--- src/rtl/kvt_pkg.sv ---
// kvt_pkg: shared constants, opcodes and the cell control struct
// for the key-value table. No dependencies.
package kvt_pkg;

  localparam int TABLE_DEPTH_DEF = 128;
  localparam int KEY_BITS_DEF    = 32;
  localparam int VALUE_BITS_DEF  = 32;

  localparam int OP_W      = 2;
  localparam int KEY_FLD_W = 32;
  localparam int VAL_FLD_W = 32;
  localparam int POS_FLD_W = 7;
  localparam int CNT_FLD_W = 8;

  localparam logic [OP_W-1:0] OP_SET    = 2'd0;
  localparam logic [OP_W-1:0] OP_GET    = 2'd1;
  localparam logic [OP_W-1:0] OP_DELETE = 2'd2;
  localparam logic [OP_W-1:0] OP_CLEAR  = 2'd3;

  // cells reduced per scan cycle
  localparam int SCAN_GRP      = 16;
  localparam int SCAN_GRP_BITS = 4;

  typedef struct packed {
    logic cmp;
    logic wr_key;
    logic wr_val;
    logic shift;
  } kvt_ctl_t;

endpackage

--- src/rtl/kvt_cell.sv ---
// kvt_cell: one table entry with its key compare, write port and
// shift-down path from its upper neighbor. Depends on kvt_pkg.
module kvt_cell #(
  parameter int KEY_BITS   = 32,
  parameter int VALUE_BITS = 32,
  parameter int CELL_IDX   = 0,
  parameter int IDX_W      = 7,
  parameter int CNT_W      = 8
) (
  input  logic                  clk,
  input  kvt_pkg::kvt_ctl_t     ctl,
  input  logic [IDX_W-1:0]      wr_pos,
  input  logic [CNT_W-1:0]      count,
  input  logic [KEY_BITS-1:0]   key_in,
  input  logic [VALUE_BITS-1:0] val_in,
  input  logic [KEY_BITS-1:0]   nb_key,
  input  logic [VALUE_BITS-1:0] nb_val,
  output logic [KEY_BITS-1:0]   key_r,
  output logic [VALUE_BITS-1:0] val_r,
  output logic                  match_r
);
  import kvt_pkg::*;

  logic in_use;
  logic at_pos;
  logic above_pos;

  assign in_use    = CNT_W'(CELL_IDX) < count;
  assign at_pos    = wr_pos == IDX_W'(CELL_IDX);
  assign above_pos = IDX_W'(CELL_IDX) >= wr_pos;

  always_ff @(posedge clk) begin
    if (ctl.cmp) begin
      match_r <= in_use && (key_r == key_in);
    end
    if (ctl.shift && above_pos) begin
      key_r <= nb_key;
      val_r <= nb_val;
    end else begin
      if (ctl.wr_key && at_pos) begin
        key_r <= key_in;
      end
      if (ctl.wr_val && at_pos) begin
        val_r <= val_in;
      end
    end
  end

endmodule

--- config.mk ---
export PLATFORM = sky130hd
export DESIGN_NAME = kvt_cell
export DESIGN_NICKNAME = d
export VERILOG_FILES = /design/src/rtl/kvt_pkg.sv /design/src/rtl/kvt_cell.sv
export SDC_FILE = /design/constraint.sdc
export NUM_CORES = 1
export LEC_CHECK = 0
export BUFFER_PORTS_ARGS = -buffer_cell sky130_fd_sc_hd__buf_2
export CORE_UTILIZATION = 43
export DETAILED_ROUTE_END_ITERATION = 7
export PLACE_DENSITY_LB_ADDON = 0.12
export REMOVE_ABC_BUFFERS = 1
export SYNTH_ARGS = -nofsm -noshare
export SYNTH_HDL_FRONTEND = slang
export SYNTH_SLANG_ARGS = --single-unit
--- constraint.sdc ---
create_clock -name clk -period 2.91 [get_ports clk]
set_input_delay 0.291 -clock clk [delete_from_list [all_inputs] [get_ports clk]]
set_output_delay 0.291 -clock clk [all_outputs]
set_load 0.01 [all_outputs]
After elaboration in Yosys (flattened, before gate mapping):

Index checks and enable logic that the tools add are counted.

* bits in registers: 65
* input bits: 148
* word-level logic and storage cells: 17

* order comparisons: 2
* equal/unequal tests: 1
* mux-type cells: 4
* reductions and logical operators: 7

Operators by type and width (count)
* two-way mux 32 bit: 4
* equality test 32 bit: 1
* < comparator 1 x 8 -> 1 bit, first input constant: 1
* greater-or-equal comparator 1 x 7 -> 1 bit, first input constant: 1
* logical NOT 7 bit: 1
* logical AND 1 bit: 4
* nonzero test 2 bit: 2

Longest topological paths before layout:

Gate-level depths: netlist of the first run.

* depth after elaboration: 4
* depth in mapped cells: 4
* gate-level depth less buffers: 4

Least setup slack after synthesis of the first run:

OpenSTA, ideal clock, no wires.

* path type: input to register
* start point: input wr_pos[3]
* end point: register key_r[0] (enable)
* data arrival time: 2.177 ns
* path slack: 0.311 ns
* stages: 3
* buffers on the path: 0
* path through: nor4_2 nand2_1 nor2_1

* longest elaborated chain between the ends: 3

RTL lines
* from (decl): line kvt_cell.sv:12 `input logic [IDX_W-1:0] wr_pos,`
* greater-or-equal comparator 1 x 7 -> 1 bit or logical NOT 7 bit (tied branches): line kvt_cell.sv:30, kvt_cell.sv:29
* logical AND 1 bit, on equally long branches: line kvt_cell.sv:36, kvt_cell.sv:40
* nonzero test 2 bit (no source line) *
* to (signal assigned): line kvt_cell.sv:37 `key_r <= nb_key;`
* to (signal assigned): line kvt_cell.sv:41 `key_r <= key_in;`
* to (decl): line kvt_cell.sv:18 `output logic [KEY_BITS-1:0] key_r,`

Mark *: on every way between the ends. The rest lies on a longest branch, timed or not.
A chain may end at the register's enable or synchronous reset.

Worst setup path after layout of the first run:

* start point: register key_r[25]
* end point: register match_r, data pin

* longest elaborated chain between the ends: 2

RTL lines
* equality test 32 bit: line kvt_cell.sv:34 `match_r <= in_use && (key_r == key_in);`
* logical AND 1 bit: line kvt_cell.sv:34
* to (signal assigned): line kvt_cell.sv:34
* to (decl): line kvt_cell.sv:20 `output logic match_r`

Every way passes these cells.

==> run_results.csv, run 1 <==
group,metric,value,unit
clock_tree,numClockSinks,65,
finish,final-instance-count-excl-fill,512,
placed_design,dp_cells,496,
flow_run,maxCapViolCount,0,
critical_path,path_buf_inv,0,
logic_synthesis,ys_warn_count,0,
timing,rsz0062_at_grt,"no",
critical_path,critPathKind,"flop to flop",
floorplan,die_area,8220,um2
finish,area_growth_syn_to_layout,38.8,%
finish,postLayoutCoreUtil,63.4,%
floorplan,pin_count,213,
global_routing,grt_pass1_vias,2533,
logic_synthesis,syn_inst,188,
logic_synthesis,ys_ff_latch,65,
critical_path,crit_slowest_cell,"edfxtp_1",
global_routing,antenna_found_initial,0,
placed_design,dp_hpwl,5910,um
critical_path,worst_setup_path_end_kind,"flop",
pwr,irDropWorstVdd,0.213,mV
timing,finalCritPeriodShare,56.2,%
clock_tree,cts.repair.resized,0,
floorplan,row_count,31,
critical_path,worstPathArrival,1760,ps
clock_tree,cts_buffers,9,
critical_path,cpPeakStageDelay,400,ps
clock_tree,cts_setup_buffers,0,
timing,slew_viol_final,0,
timing,fmax,612,MHz
timing,final-hold-violation-count,0,
finish,nets,556,
logic_synthesis,syn_area,3380,um2
placed_design,dpl_cell_area,4540,um2
critical_path,critPathRequiredTime,3030,ps
critical_path,path_depth,4,
critical_path,regToRegStartpoint,"key_r[25]",
clock_tree,htree_levels,3,
clock_tree,clock_latency,340,ps
detailed_routing,routed_via_density,4.68,
timing,maxSlewHeadroom,69.0,%
detailed_routing,wirelength,7580,um
critical_path,path_max_fanout,2,
finish,design_area,4690,um2
timing,clock_skew,7.27,ps
clock_tree,hold_buffers,0,
logic_synthesis,syn_avg_cell_area,18.0,um2
clock_tree,clockRootBuffer,"clkbuf_8",
critical_path,cp_cell_sequence,"xor2_1, nor4_1, nand4_1, a2111oi_0",
logic_synthesis,synth_seq_area_share,57.7,%
detailed_routing,drc,0,
worst_hold_path,worstHoldPathType,"primary input to flop",
global_routing,grt_pass1_wl,11900,um
critical_path,timing.rr.end,"match_r",
floorplan,die_h,90.7,um
detailed_routing,ant_nets,0,
critical_path,rrSetupSlack,1280,ps
floorplan,core_area,7410,um2
timing,worstMarginPinSlew,465,ps
finish,drive_gt1_share,71.4,%
logic_synthesis,yosysUniqueCellTypes,15,
critical_path,startpoint,"key_r[25]",
finish,fillers,605,
floorplan,die_w,90.7,um
timing,finalSetupViolCount,0,
global_routing,overflow,0,
global_routing,grt_max_degree,65,
detailed_routing,avgRoutedWirePerCell,14.8,um
pwr,p_per_area,399,nW/um2
critical_path,endpoint,"match_r",
detailed_routing,dr.pass1.iters,4,
timing,fin_ws,1280,ps
critical_path,start_kind,"flop",
placed_design,gp_congestion,0.747,
detailed_routing,vias,2397,
timing,timing.setup.tns,0,ps
pwr,p_leak,2.26,nW
timing,fin_crit,1640,ps
finish,antennaDiodeCount,0,
clock_tree,cts.clk_slew.worst_paths,70,ps
floorplan,start_util,45.7,%
critical_path,rr_worst_depth,4,
placed_design,pre_cts_slack,1030,ps
critical_path,crit_family,"simple AND/OR/NAND/NOR gates",
global_routing,grt_use_total,19.0,%
clock_tree,cts_tree,"yes",
clock_tree,clockBufferDepth,2,
detailed_routing,drtIter0Drc,68,
placed_design,io_buffers,212,
outcome,status,"finished, final reports clean",
how the worst min path moves through the flow:
stage                      start  endpoint  cells after the start
after floorplan           ctl[3]   match_r                      0
after global placement    ctl[3]   match_r                      1
after detailed placement  ctl[3]   match_r                      1
after CTS                 ctl[3]   match_r                      1
after global routing      ctl[3]   match_r                      1
final                     ctl[3]   match_r                      1
per-stage QoR:
step	hold WS, ps	power (mW)
finish	157	1.87
global route	154	1.95
CTS	144	1.89
detailed placement	497	1.27
global placement	490	1.27
floorplan	403	1.15
cells by family (layout without fill, tap and decap cells):
logic type	after synthesis	after routing	synth area share, %
AO/OA/AOI/OAI	1	1	0.259
XOR/XNOR	32	32	8.29
buffers and inverters	6	231	2.00
flip-flops	65	65	57.7
multiplexers	64	64	28.0
AND/OR/NAND/NOR	20	20	3.77
placed cells by master, fill, tap and decap left out:
| master | count |
|---|---|
| xnor2_1 | 4 |
| clkinv_2 | 3 |
| a2111oi_0 | 1 |
| nor2_2 | 2 |
| nand2_1 | 1 |
| nor3_1 | 1 |
| buf_4 | 2 |
| buf_12 | 1 |
| clkinv_1 | 2 |
| nor4_1 | 9 |
| mux2_2 | 4 |
| nand4_1 | 2 |
| clkbuf_1 | 2 |
| edfxtp_1 | 65 |
| buf_2 | 212 |
| nor2_1 | 2 |
| nand3_4 | 1 |
| xor2_1 | 28 |
| nor4_2 | 1 |
| nand3_1 | 1 |
| mux2_4 | 60 |
| clkbuf_8 | 9 |
layout make-up:
cell class	instances	area [um2]	area share, %
Sequential cell	65	1950	41.6
Multi-Input combinational cell	117	1370	29.1
Timing Repair Buffer	215	1100	23.4
Clock buffer	11	131	2.80
Tap cell	99	124	2.64
Clock inverter	5	22.5	0.480
sequential cells by signal (all words and copies together) (netlist names):
signal	count
key_r	32
val_r	32
match_r	1
cells in the mapped netlist, drive strengths merged:
master / n / area, um2
nor2: 4 / 15.0
buf: 6 / 67.6
xor2: 28 / 245
a2111oi: 1 / 8.76
xnor2: 4 / 35.0
nand2: 1 / 3.75
edfxtp: 65 / 1950
nor3: 1 / 5.00
nor4: 10 / 68.8
mux2: 64 / 946
nand3: 2 / 22.5
nand4: 2 / 12.5
metal layers:
| layer | vias up | routed length [um] | global-route usage (%) |
|---|---|---|---|
| met4 | 0 | 330 | 11.4 |
| li1 | 1162 | - | - |
| met1 | 1074 | 2730 | 19.9 |
| met2 | 135 | 3840 | 32.8 |
| met5 | - | 0 | 0 |
| met3 | 26 | 680 | 6.40 |
worst register-to-register path: cells and delay by family, from the launching register on:
family,cells,cell delay (ps)
XOR/XNOR,1,160
flip-flops,1,400
AND/OR/NAND/NOR,2,530
AO/OA/AOI/OAI,1,330
power by group:
| group | internal, mW | total, mW | switching, mW |
|---|---|---|---|
| clock network | 0.299 | 0.621 | 0.322 |
| registers | 1.04 | 1.04 | 0.00208 |
| logic | 0.145 | 0.214 | 0.0690 |
| total | 1.48 | 1.87 | 0.393 |
(Power assumes the default switching activity.)
==> run 2, diff against run 1 <==
clock period = 1.7 ns   (was 2.91 ns; I/O delays follow)
==> run 2 against run 1 <==
- sequential power up 71%
- flip-flop and latch count did not move
- sequential share of layout area decreased by 0.78 points
- design area rose by 1.9%
- register-to-register slack got worse by 1100 ps
- count of clock-buffer cells in the layout is 1 lower
- critical path type unchanged
- highest routed layer unchanged
==> run_results.csv, run 2 (synthesis gave the netlist of run 1 again) <==
group,metric,value,unit
pwr,irDropWorstVdd,0.346,mV
pwr,p_seq_share,55.2,%
finish,most-common-layout-cells,"212 x buf_2, 65 x edfxtp_1, 60 x mux2_4",
critical_path,critPathKind,"flop to flop",
floorplan,row_count,31,
placed_design,gp_congestion,0.754,
timing,whs,40.2,ps
timing,finalCritPeriodShare,90.9,%
global_routing,grt_use_total,19.2,%
detailed_routing,drc,0,
timing,fin_ws,154,ps
floorplan,core_area,7410,um2
finish,nets,560,
detailed_routing,routed_via_density,4.68,
pwr,power.total,3.22,mW
worst_hold_path,worstHoldPathType,"primary input to flop",
floorplan,pin_count,213,
floorplan,die_area,8220,um2
global_routing,antenna_found_initial,0,
finish,antennaDiodeCount,0,
finish,final-instance-count-excl-fill,515,
timing,maxSlewHeadroom,73.7,%
critical_path,worstPathArrival,1680,ps
timing,rsz0062_at_grt,"no",
critical_path,start_kind,"flop",
critical_path,critPathRequiredTime,1830,ps
detailed_routing,dr.pass1.iters,3,
detailed_routing,wirelength,7830,um
clock_tree,numClockSinks,65,
critical_path,worst_setup_path_end_kind,"flop",
detailed_routing,ant_nets,0,
timing,timing.setup.tns,0,ps
pwr,intPower,2.53,mW
timing,final-hold-violation-count,0,
pwr,p_per_area,673,nW/um2
finish,area_growth_syn_to_layout,41.4,%
placed_design,dpl_cell_area,4610,um2
floorplan,die_h,90.7,um
floorplan,die_w,90.7,um
finish,design_area,4780,um2
timing,clock_skew,11.1,ps
finish,top_regs,"key_r (32), val_r (32), match_r (1)",
flow_run,maxCapViolCount,0,
clock_tree,cts.clk_slew.worst_paths,80,ps
finish,drive_gt1_share,73.1,%
detailed_routing,avgRoutedWirePerCell,15.2,um
detailed_routing,vias,2410,
clock_tree,clockRootBuffer,"clkbuf_8",
finish,postLayoutCoreUtil,64.6,%
placed_design,io_buffers,212,
placed_design,pre_cts_slack,-54.4,ps
pwr,switching_share,21.4,%
timing,fin_crit,1550,ps
timing,finalSetupViolCount,0,
clock_tree,cts_buffers,9,
outcome,status,"finished, final reports clean",
critical_path,path_max_fanout,2,
clock_tree,cts_tree,"yes",
clock_tree,htree_levels,3,
global_routing,grt_pass1_vias,2522,
global_routing,grt_pass1_wl,12000,um
finish,fillers,593,
floorplan,start_util,45.7,%
timing,fmax,647,MHz
global_routing,grt_max_degree,33,
clock_tree,clock_latency,330,ps
pwr,clockPowerShare,33.1,%
global_routing,overflow,0,
timing,slew_viol_final,0,
clock_tree,clockBufferDepth,2,
pwr,pwr-share-comb,11.7,%
placed_design,dp_cells,500,
pwr,p_sw,688,uW
pwr,p_leak,2.30,nW
timing,worstMarginPinSlew,391,ps
placed_design,dp_hpwl,6200,um
detailed_routing,drtIter0Drc,64,
finish,layout_commonest_cell,"buf_2",
[run 2: worst paths after layout]
kind	start	to	slack, ps	cells past startpoint
worst max-delay path	key_r[6]	match_r	150	4
worst min register to register	key_r[17]	match_r	760	3
worst min-delay path	ctl[3]	match_r	40	1
worst max register to register	key_r[6]	match_r	150	4
[run 2: repair_timing]
action                                  4_1_cts  5_1_grt
hold buffers                                  0        0
endpoints found under the setup margin        1        1
gates resized for setup                       2        3
gates cloned                                  0        0
pin swaps                                     0        3
buffers inserted                              0        0
hold endpoints to repair                      0        0
[run 2: per-layer routing]
layer  vias to the layer above  wire length (um)  global-route usage [%]
li1                       1168                 -                       -
met1                      1111              2820                    20.3
met2                       119              4280                    35.4
met3                        12               588                    5.47
met4                         0               143                    7.80
met5                         -                 0                       0
[run 2: layout make-up]
class	instances	area (um2)	area share [%]
Clock buffer	10	128	2.67
Timing Repair Buffer	219	1160	24.3
Clock inverter	5	23.8	0.497
Tap cell	99	124	2.59
Multi-Input combinational cell	117	1390	29.1
Sequential cell	65	1950	40.8
[run 2: power by group through the flow]
stage	clock, mW	sequential (mW)	combinational, mW
2_1_floorplan	0	1.82	0.155
3_3_place_gp	0	1.81	0.363
3_5_place_dp	0	1.81	0.375
4_1_cts	1.08	1.78	0.380
5_1_grt	1.15	1.78	0.410
6_report	1.07	1.78	0.377
[run 2: worst max-delay path, cell delays in order, from the launching register on]
cell and delay (ps):
edfxtp_1 420, xor2_1 160, nor4_1 330, nand4_1 160
a2111oi_2 290
==> run 3, diff against run 2 <==
CORE_MARGIN = 4   (was not set)
==> run 3 against run 2 <==
- cell count rose by 0.39%
- total power rose by 4.3%
- routed wire length fell by 0.10%
- flip-flop and latch count did not move
- sequential share of layout area barely moved
==> run_results.csv, run 3 (synthesis gave the netlist of run 1 again) <==
group,metric,value,unit
pwr,irDropWorstVdd,0.406,mV
timing,slew_viol_final,0,
finish,drive_gt1_share,71.6,%
timing,fin_crit,1630,ps
detailed_routing,routed_via_density,4.58,
timing,clock_skew,6.96,ps
detailed_routing,drc,0,
floorplan,die_w,96.7,um
finish,layout_commonest_cell,"buf_2",
clock_tree,clockBufferDepth,2,
clock_tree,cts_buffers,9,
floorplan,start_util,44.0,%
detailed_routing,wirelength,7820,um
clock_tree,hold_buffers,0,
timing,rsz0062_at_grt,"no",
critical_path,critPathRequiredTime,1820,ps
critical_path,worstPathArrival,1750,ps
critical_path,startpoint,"key_r[21]",
detailed_routing,dr.pass1.iters,4,
placed_design,dp_hpwl,6380,um
floorplan,die_area,9350,um2
timing,timing.setup.tns,0,ps
timing,maxSlewHeadroom,75.3,%
critical_path,worst_setup_path_end_kind,"flop",
finish,most-common-layout-cells,"212 x buf_2, 65 x edfxtp_1, 60 x mux2_4",
finish,top_regs,"key_r (32), val_r (32), match_r (1)",
detailed_routing,vias,2369,
critical_path,start_kind,"flop",
global_routing,grt_pass1_wl,12100,um
clock_tree,clockRootBuffer,"clkbuf_8",
clock_tree,cts.clk_slew.worst_paths,60,ps
placed_design,dp_cells,501,
floorplan,die_h,96.7,um
clock_tree,cts_tree,"yes",
critical_path,critPathKind,"flop to flop",
flow_run,maxCapViolCount,0,
pwr,p_leak,2.29,nW
global_routing,overflow,0,
outcome,status,"finished, final reports clean",
detailed_routing,ant_nets,0,
worst_hold_path,hold_start,"ctl[3]",
placed_design,gp_congestion,0.800,
detailed_routing,drtIter0Drc,70,
floorplan,row_count,32,
detailed_routing,avgRoutedWirePerCell,15.1,um
timing,final-hold-violation-count,0,
global_routing,grt_pass1_vias,2503,
clock_tree,numClockSinks,65,
global_routing,grt_max_degree,38,
timing,fmax,615,MHz
finish,antennaDiodeCount,0,
critical_path,path_max_fanout,2,
pwr,p_per_area,702,nW/um2
finish,nets,558,
finish,final-instance-count-excl-fill,517,
timing,worstMarginPinSlew,368,ps
clock_tree,htree_levels,3,
worst_hold_path,worstHoldPathType,"primary input to flop",
floorplan,pin_count,213,
clock_tree,clock_latency,330,ps
timing,finalCritPeriodShare,95.6,%
floorplan,core_area,7690,um2
placed_design,io_buffers,212,
timing,finalSetupViolCount,0,
global_routing,antenna_found_initial,0,
finish,fillers,647,
critical_path,regToRegStartpoint,"key_r[21]",
finish,area_growth_syn_to_layout,41.4,%
global_routing,grt_use_total,16.4,%
-- run 3: stage by stage --
stage               util [%]  area [um2]  power, mW  setup slack [ps]  hold WS (ps)
finish                  62.2        4780       3.36              74.3          43.8
global route            62.2        4780       3.51              7.19          20.3
CTS                     62.2        4780       3.40              34.1          24.9
detailed placement      59.8        4600       2.18              5.36           376
global placement        59.8        4600       2.18              43.2           369
floorplan                  -        3310       1.97              -778           282
-- run 3: final cells by class --
type | instances | area [um2] | area share [%]
sequential | 65 | 1950 | 40.8
clock buffer | 11 | 131 | 2.75
clock inverter | 5 | 46.3 | 0.968
multi-input combinational | 117 | 1380 | 28.8
tap | 102 | 128 | 2.67
timing repair buffer | 217 | 1150 | 24.0
-- run 3: layer usage --
| layer | up-vias | global-route usage [%] | routed length (um) |
|---|---|---|---|
| li1 | 1166 | - | - |
| met2 | 121 | 29.5 | 4100 |
| met4 | 0 | 8.10 | 202 |
| met1 | 1066 | 16.7 | 2770 |
| met5 | - | 0 | 0 |
| met3 | 16 | 5.98 | 755 |
-- run 3: repair_timing --
item / in CTS / in global routing
setup buffers: 0 / 0
hold endpoints to repair: 0 / 0
gates resized for setup: 1 / 1
endpoints found under the setup margin: 1 / 1
-- run 3: critical path, stage by stage (launching register included) --
cell	delay (ps)
edfxtp_1	400
xor2_1	150
nor4_1	380
nand3_1	130
a2111oi_1	360
-- run 3: final timing paths --
kind	end	slack [ps]	cells after the start
min	match_r	40	1
max reg2reg	match_r	70	4
min reg2reg	match_r	780	3
max	match_r	70	4
-- run 3: report_power, final --
part | switching, mW | internal, mW
registers | 0.00332 | 1.77
logic | 0.119 | 0.251
clock network | 0.550 | 0.661
